### src/rtl/fsk_slicer_bit_sync_phasing_macros.svh
// Assertion macros used by the top-level RTL file to check its own behavior.
`ifndef FSK_SLICER_BIT_SYNC_PHASING_MACROS_SVH
`define FSK_SLICER_BIT_SYNC_PHASING_MACROS_SVH

// The consequent must hold in the same cycle as the antecedent.
`define FSBSP_ASSERT_SAME(lbl, clk, rstn, ante, cons) \
    lbl: assert property (@(posedge clk) disable iff (!(rstn)) (ante) |-> (cons)) \
        else $error("same-cycle check failed");

// The consequent must hold in the cycle after the antecedent.
`define FSBSP_ASSERT_NEXT(lbl, clk, rstn, ante, cons) \
    lbl: assert property (@(posedge clk) disable iff (!(rstn)) (ante) |=> (cons)) \
        else $error("next-cycle check failed");

`endif

### src/rtl/fsbsp_pkg.sv
`default_nettype none

package fsbsp_pkg;

    localparam int SPB_DEF        = 10;
    localparam int MAG_WIDTH_DEF  = 16;
    localparam int MAG_FIELD_BITS = 16;
    localparam int HIST_BITS      = 30;
    localparam int SYM_BITS       = 10;
    localparam int GATH_BITS      = 5;
    localparam int PHASE_COUNT    = 10;
    localparam int OUT_BITS       = 24;

    localparam logic [GATH_BITS-1:0] GATH_FULL = GATH_BITS'(30);
    localparam logic [GATH_BITS-1:0] GATH_HOLD = GATH_BITS'(29);
    localparam logic [GATH_BITS-1:0] GATH_SYM  = GATH_BITS'(10);

    typedef logic [HIST_BITS-1:0] fsbsp_pat_t;

    // Phasing patterns, oldest symbol in the upper bits.
    localparam fsbsp_pat_t PHASE_PAT [PHASE_COUNT] = '{
        {10'h2F9, 10'h3D9, 10'h2F9},
        {10'h3D9, 10'h2F9, 10'h1DA},
        {10'h2F9, 10'h1DA, 10'h2F9},
        {10'h1DA, 10'h2F9, 10'h2DA},
        {10'h2F9, 10'h2DA, 10'h2F9},
        {10'h2DA, 10'h2F9, 10'h0DB},
        {10'h2F9, 10'h0DB, 10'h2F9},
        {10'h0DB, 10'h2F9, 10'h35A},
        {10'h2F9, 10'h35A, 10'h2F9},
        {10'h35A, 10'h2F9, 10'h15B}
    };

    localparam logic [3:0] PHASE_OFF [PHASE_COUNT] = '{
        4'd9, 4'd8, 4'd7, 4'd6, 4'd5, 4'd4, 4'd3, 4'd2, 4'd1, 4'd0
    };

    // Declared from the highest bit down, so decision lands in bit 0.
    typedef struct packed {
        logic [SYM_BITS-1:0] symbol;
        logic                symbol_valid;
        logic [3:0]          phase_offset;
        logic                sync_found;
        logic                in_sync;
        logic                sampled_bit;
        logic                bit_strobe;
        logic                decision;
    } fsbsp_result_t;

    typedef struct packed {
        logic load;
        logic scan;
    } fsbsp_win_ctrl_t;

    typedef enum logic [2:0] {
        ST_IDLE = 3'b001,
        ST_SCAN = 3'b010,
        ST_DONE = 3'b100
    } fsbsp_state_t;

endpackage

`default_nettype wire

### src/rtl/fsbsp_sync.sv
`default_nettype none

module fsbsp_sync #(
    parameter int SAMPLES_PER_BIT = fsbsp_pkg::SPB_DEF,
    parameter int MAG_WIDTH       = fsbsp_pkg::MAG_WIDTH_DEF
) (
    input  logic                       aclk,
    input  logic                       aresetn,
    input  logic                       step,
    input  logic                       restart,
    input  logic [MAG_WIDTH-1:0]       mark,
    input  logic [MAG_WIDTH-1:0]       space,
    input  logic [MAG_WIDTH-1:0]       env_mark,
    input  logic [MAG_WIDTH-1:0]       env_space,
    output fsbsp_pkg::fsbsp_result_t   result
);

    import fsbsp_pkg::*;

    localparam int CW = $clog2(SAMPLES_PER_BIT) + 10;
    localparam int SW = MAG_WIDTH + 2;

    localparam logic signed [CW-1:0] CLK_RESET = CW'(-(SAMPLES_PER_BIT * 128));
    localparam logic signed [CW-1:0] CLK_STEP  = CW'(256);
    localparam logic signed [CW-1:0] CLK_MID   = CW'(SAMPLES_PER_BIT * 128 - 256);
    localparam logic signed [CW-1:0] CLK_BIT   = CW'(SAMPLES_PER_BIT * 256);

    logic                   prev_reg;
    logic                   prev_next;
    logic signed [CW-1:0]   clk_reg;
    logic signed [CW-1:0]   clk_next;
    logic [HIST_BITS-1:0]   hist_reg;
    logic [HIST_BITS-1:0]   hist_next;
    logic [GATH_BITS-1:0]   gath_reg;
    logic [GATH_BITS-1:0]   gath_next;
    logic                   locked_reg;
    logic                   locked_next;

    always_comb begin
        logic [SW-1:0]        lhs;
        logic [SW-1:0]        rhs;
        logic                 dec;
        logic signed [CW-1:0] c_edge;
        logic signed [CW-1:0] c_inc;
        logic                 strobe;
        logic                 match;
        logic [3:0]           moff;
        logic [HIST_BITS-1:0] hist_n;
        logic [GATH_BITS-1:0] gath_n;
        logic                 locked_n;
        logic                 found;
        logic                 symv;

        // Threshold correction: 2*mark - envM > 2*space - envS, moved to sums.
        lhs = SW'({mark, 1'b0}) + SW'(env_space);
        rhs = SW'({space, 1'b0}) + SW'(env_mark);
        dec = lhs > rhs;

        c_edge = (dec && !prev_reg) ? clk_reg - (clk_reg >>> 2) : clk_reg;
        c_inc  = c_edge + CLK_STEP;
        strobe = c_inc >= CLK_MID;

        match = 1'b0;
        moff  = '0;
        found = 1'b0;
        symv  = 1'b0;
        hist_n   = hist_reg;
        gath_n   = gath_reg;
        locked_n = locked_reg;

        if (strobe) begin
            hist_n = {hist_reg[HIST_BITS-2:0], dec};
            gath_n = gath_reg + GATH_BITS'(1);
            for (int i = PHASE_COUNT - 1; i >= 0; i--) begin
                if (hist_n == PHASE_PAT[i]) begin
                    match = 1'b1;
                    moff  = PHASE_OFF[i];
                end
            end
            if (!locked_reg) begin
                if (gath_n == GATH_FULL) begin
                    if (match) begin
                        locked_n = 1'b1;
                        gath_n   = '0;
                        found    = 1'b1;
                    end else begin
                        gath_n = GATH_HOLD;
                    end
                end
            end else if (gath_n == GATH_SYM) begin
                symv   = 1'b1;
                gath_n = '0;
            end
        end

        prev_next   = prev_reg;
        clk_next    = clk_reg;
        hist_next   = hist_reg;
        gath_next   = gath_reg;
        locked_next = locked_reg;

        result = '0;
        if (restart) begin
            clk_next        = CLK_RESET;
            hist_next       = '0;
            gath_next       = '0;
            locked_next     = 1'b0;
            result.decision = prev_reg;
        end else begin
            if (step) begin
                prev_next   = dec;
                clk_next    = strobe ? c_inc - CLK_BIT : c_inc;
                hist_next   = hist_n;
                gath_next   = gath_n;
                locked_next = locked_n;
            end
            result.decision     = dec;
            result.bit_strobe   = strobe;
            result.sampled_bit  = strobe & dec;
            result.in_sync      = locked_n;
            result.sync_found   = found;
            result.phase_offset = found ? moff : 4'd0;
            result.symbol_valid = symv;
            result.symbol       = hist_n[SYM_BITS-1:0];
        end
    end

    always_ff @(posedge aclk) begin
        if (!aresetn) begin
            prev_reg   <= 1'b0;
            clk_reg    <= CLK_RESET;
            hist_reg   <= '0;
            gath_reg   <= '0;
            locked_reg <= 1'b0;
        end else begin
            prev_reg   <= prev_next;
            clk_reg    <= clk_next;
            hist_reg   <= hist_next;
            gath_reg   <= gath_next;
            locked_reg <= locked_next;
        end
    end

endmodule

`default_nettype wire

### config.mk
export PLATFORM = sky130hd
export DESIGN_NAME = fsbsp_sync
export DESIGN_NICKNAME = d
export VERILOG_FILES = /design/src/rtl/fsk_slicer_bit_sync_phasing_macros.svh /design/src/rtl/fsbsp_pkg.sv /design/src/rtl/fsbsp_sync.sv
export SDC_FILE = /design/constraint.sdc
export NUM_CORES = 1
export LEC_CHECK = 0
export BUFFER_PORTS_ARGS = -buffer_cell sky130_fd_sc_hd__buf_2
export CAP_MARGIN = 25
export CORE_ASPECT_RATIO = 0.75
export CORE_MARGIN = 2
export CORE_UTILIZATION = 58
export DETAILED_ROUTE_END_ITERATION = 8
export PLACE_DENSITY = 0.88
export SYNTH_ARGS = -nofsm -noshare
export SYNTH_HDL_FRONTEND = slang
export SYNTH_SLANG_ARGS = --single-unit
### constraint.sdc
create_clock -name aclk -period 9.4 [get_ports aclk]
set_clock_uncertainty 0.15 [all_clocks]
set_input_delay 1.41 -clock aclk [delete_from_list [all_inputs] [get_ports aclk]]
set_output_delay 1.41 -clock aclk [all_outputs]
set_load 0.02 [all_outputs]
After elaboration in Yosys (flattened, before gate mapping)
Index checks and enable logic that the tools add are counted.
{"block": "totals", "register_bits": 50, "inputBits": 68, "out_inout_bits": 20, "word_cells": 74}
{"block": "op_classes", "add_sub_neg": 6, "n_lt_le_gt_ge": 2, "eq_ne": 12, "n_mux": 40, "bitwise": 3, "n_reduce_logical": 5}
{"operator": "30-bit equality test (second input constant)", "n": 8}
{"operator": "4-bit two-way mux", "n": 10}
{"operator": "17-bit by 16-bit adder with 18-bit output", "n": 2}
{"operator": "30-bit by 28-bit equality test with 1-bit output (second input constant)", "n": 1}
{"operator": "30-bit by 29-bit equality test with 1-bit output (second input constant)", "n": 1}
{"operator": "14-bit two-way mux", "n": 2}
{"operator": "1-bit two-way mux", "n": 22}
{"operator": "5-bit two-way mux", "n": 4}
{"operator": "19-bit two-way mux", "n": 1}
{"operator": "18-bit greater-than comparator", "n": 1}
{"operator": "14-bit by 10-bit adder with 14-bit output (second input constant)", "n": 1}
{"operator": "14-bit by 12-bit greater-or-equal comparator with 1-bit output (second input constant)", "n": 1}
{"operator": "14-bit by 12-bit subtractor with 14-bit output", "n": 1}
{"operator": "14-bit by 13-bit subtractor with 14-bit output (second input constant)", "n": 1}
{"operator": "10-bit two-way mux", "n": 1}
{"operator": "5-bit by 1-bit adder with 5-bit output (second input constant)", "n": 1}
{"operator": "5-bit by 4-bit equality test with 1-bit output (second input constant)", "n": 1}
{"operator": "5-bit equality test (second input constant)", "n": 1}
{"operator": "2-bit AND reduction", "n": 2}
{"operator": "1-bit inverter", "n": 2}
{"operator": "2-bit OR reduction", "n": 1}
{"operator": "1-bit AND", "n": 1}
{"operator": "1-bit logical AND", "n": 1}
{"operator": "1-bit logical NOT", "n": 1}

Depth between registers and ports, before layout
{"block": "logic_depth", "ltp_word": 20, "depth_mapped": 29, "mapped_depth_nobuf": 27}

Worst setup path after synthesis
No wires, ideal clock.
{"block": "synth_path", "kind": "input-to-output", "startpoint": "input port mark[0]", "endpoint": "output port result[6] in the netlist's numbering", "t_arrival_ps": 7182, "path_slack_ps": 658, "cell_stages": 26, "path_cell_list": "ha_1 -> fa_1 -> a21o_1 -> a21oi_1 -> o21bai_1 -> a21oi_1 -> o21bai_1 -> a21oi_1 -> o21ai_0 -> o211a_1 -> o21a_1 -> o21a_1 -> ha_1 -> and3_1 -> nand3_2 -> nor3_1 -> or2_2 -> clkbuf_1 -> nor2_1 -> o21ai_0 -> ha_1 -> o21a_1 -> o41a_1 -> a21oi_4 -> or3b_1 -> nor3_1"}
{"item": "from (decl)", "line_no": "fsbsp_sync.sv:11", "text": "input logic [MAG_WIDTH-1:0] mark,"}
{"item": "to (decl)", "line_no": "fsbsp_sync.sv:15", "text": "output fsbsp_pkg::fsbsp_result_t result"}

==> out/qor.txt <==
Wire per inst = 14.79 um
Buffers on Ports = 87
Antenna violation net count after detailed routing = 0
Detailed-route DRC error count = 0
Sort of element at the end of the critical path = output pin
Worst hold path class = reg2reg
Worst Setup Path Type = in2out
Post-synthesis instance area = 5361 um2
Number of buffers added to fix hold violations after cts = 0
Pin count of the biggest net entering global routing = 48
Fraction of power consumed by sequential logic = 21.7%
Highest fanout seen on the critical path = 8
Area fraction of the dominant cell type after synthesis = 18.67%
Minimum clock period after layout = 8.909 ns
Count of unique library cells instantiated by Yosys = 70
Number of setup violations in the final report = 0
Slew headroom = 41.84%
Clock transition at the registers of the reported paths = 0.06 ns
Routability congestion estimate from global placement = 0.9162
Highest Clock Rate = 112.3 MHz
Share of final-layout standard cells stronger than drive strength 1 = 15.22%
Number of nets in the layout = 899
Launching element type of the critical path = input pin
Most common library cell in the layout ignoring fill and taps = nor2_1
Top area cells in the synthesized netlist = dfxtp_1, ha_1, mux2i_1
Max Cap Violations = 0
Most used flip-flop cell after synthesis = dfxtp_1
Standard-cell row count = 30
Pwr/cell area = 176.4 nW/um2
Maximum single-stage delay on the critical path = 0.44 ns
Routed vias = 5267
Wire length of the first global-routing pass = 21.05 mm
All-layer global routing usage = 24.99%
Number of warnings reported in the yosys synthesis log = 0
Number of top-level pins = 88
Switching fraction of total power = 44.63%
Initial Util = 59.51%
Clock latency at the later pin of the worst-skew pair = 0.29 ns
Flip-flop count of the largest register after layout = 29
Number of DRC markers after the initial detailed-route iteration = 330
Slowest CP cell = or3b_1
Total Neg Setup Slack = 0 ns
Switching power of the nets = 0.4754 mW
Setup repair after global routing missed its margin = no
Total wire length = 12.92 mm
Flip-flop and latch count after synthesis = 50
Minimum setup slack among reg-to-reg paths = 4.79 ns
Kind of cell adding the most delay to the critical path = compound AO/OA/AOI/OAI gates
Slew at the pin closest to its max-slew limit = 0.8645 ns
Part of the Yosys area used for sequential elements = 18.67%
Clock power share = 16.5%
Number of sinks handled by clock tree synthesis = 50
Total count of max-transition violations in the final report = 0
Synthesized area divided by synthesized cell count = 7.850 um2
Leftover overflow at the end of global routing = 0
Number of cells on the worst reg-to-reg path = 15
Placeable core region = 9009 um2
Endpoint of the most critical setup path = result[6]
Crit path from = mark[0]
CTS H-Tree Depth = 2
Int Pwr = 0.5897 mW
Drt first pass iters = 5
Required time worst endpoint = 7.84 ns
Number of buffers added by the clock tree synthesis step = 5
Die Span X = 115.0 um
Logic gate share of total power = 61.8%
Layout overhead on the synthesized area = 12.65%
Gate count of the mapped netlist = 683
Commonest cells after routing, fill and taps aside = nor2_1, buf_2, ha_1
Critical register-to-register path endpoint = hist_reg[25]
Number of global-route vias before repair = 4784
Antenna violations before repair = 0
Clock Root Buffer = clkbuf_16
Vias per cell = 6.026
N_diodes = 0
Maximum VDD drop = 0.1138 mV
WP buf/inv = 2
R2r startpoint = clk_reg[4]
Max Root-Sink Buffers = 2
Post-route fraction of the period consumed by the critical path = 94.77%
Detailed placer's ending HPWL = 10.22 mm
Post-synth net total = 820
Critical path depth in cells = 27
Proportion of synthesized flip-flops having asynchronous set or reset = 0%
Static Leakage = 2.619 nW
End-of-flow core utilization = 67.04%
Number of flops mapped to enable cells by yosys = 0
Data arrival time of the critical path = 7.35 ns
Top cell type by total area after synthesis = dfxtp_1
Overall die area = 10040 um2
Chip height = 87.27 um
Final hold violations = 0
Result of the run = complete, no violations
Filler instances = 732
TritonCTS clock tree = built
worst register-to-register path, cell delays in order (launching register included):
cell and delay (ns):
dfxtp_1 0.36, inv_1 0.06, ha_1 0.32, nor2b_1 0.18, o31a_1 0.31, o211a_1 0.29
or3_1 0.34, nand3_1 0.09, o21ai_0 0.15, ha_1 0.27, o21a_1 0.17, o41a_1 0.42
a211oi_4 0.52, buf_4 0.53, mux2i_1 0.29, nor2_1 0.05
stage by stage:
stage	cells	setup WS [ns]	hold WS, ns	total power, mW	area (um2)
after floorplan	683	0.6582	0.3044	0.7425	5361
after global placement	867	0.6137	0.3180	0.8498	5888
after detailed placement	867	0.3353	0.3230	0.8762	5888
after CTS	874	0.2952	0.3381	1.055	6027
after global routing	874	0.05773	0.3848	1.138	6040
final	874	0.4915	0.3341	1.065	6040
repair_timing:
item                                    in CTS  in global routing
setup buffers                                0                  0
endpoints found under the setup margin       0                 19
resized for setup                            0                  3
synthesized netlist by cell type, types with 3 or more instances:
master,n
a21o_1,10
o21a_1,13
nand3b_1,3
or2_2,4
nand2_1,29
o211ai_1,7
a41oi_1,3
fa_1,3
and4_1,3
xor2_1,14
mux2i_1,47
nand3_1,24
o21ai_0,25
nor3_1,27
dfxtp_1,50
o31a_1,3
or3_1,8
nor2b_1,12
nor4_1,5
nor3b_1,4
o21bai_1,12
and2_1,3
xnor2_1,22
nand2b_1,11
a211oi_1,10
buf_2,3
a31oi_1,6
nand4_1,8
ha_1,66
o211a_1,4
and3_1,8
clkbuf_1,14
nand4b_1,4
a21oi_1,43
nor2_1,99
inv_1,35
power by group through the flow:
stage	logic, mW	registers [mW]	clock network (mW)
floorplan	0.511	0.232	0
global placement	0.615	0.235	0
detailed placement	0.641	0.235	0
CTS	0.646	0.231	0.178
global route	0.722	0.232	0.184
finish	0.658	0.231	0.176
area by class of cell:
type                    count  area [um2]  area share [%]
multi-input cells         579        4163           68.92
clock inverters             2       13.76          0.2279
clock buffers               5       125.1           2.072
flip-flops and latches     50        1001           16.57
inverters                  35       131.4           2.175
well taps                 112       140.1           2.320
repair buffers             91       465.4           7.707
kinds of logic after synthesis:
logic type,after synthesis,share of synthesized area (%)
AND/OR/NAND/NOR,261,24.41
AO/OA/AOI/OAI,166,21.68
adder cells (fa/ha/maj),69,16.52
buffers and inverters,54,4.061
flip-flops,50,18.67
multiplexers,47,8.775
XOR/XNOR,36,5.881
worst min-delay path by stage:
stage                          start          to  cells after the start
final                     clk_reg[0]  clk_reg[0]                      2
after floorplan           clk_reg[0]  clk_reg[0]                      2
after global routing      clk_reg[0]  clk_reg[0]                      2
after detailed placement  clk_reg[0]  clk_reg[0]                      2
after CTS                 clk_reg[0]  clk_reg[0]                      2
after global placement    clk_reg[0]  clk_reg[0]                      2
routing by layer:
| metal | vias up | routed length, um | GRT usage, % |
|---|---|---|---|
| met4 | 0 | 134 | 5.696 |
| met3 | 15 | 827 | 3.758 |
| met1 | 2402 | 6039 | 34.04 |
| li1 | 2659 | - | - |
| met5 | - | 0 | 0 |
| met2 | 191 | 5923 | 41.98 |
(Power assumes the default switching activity.)
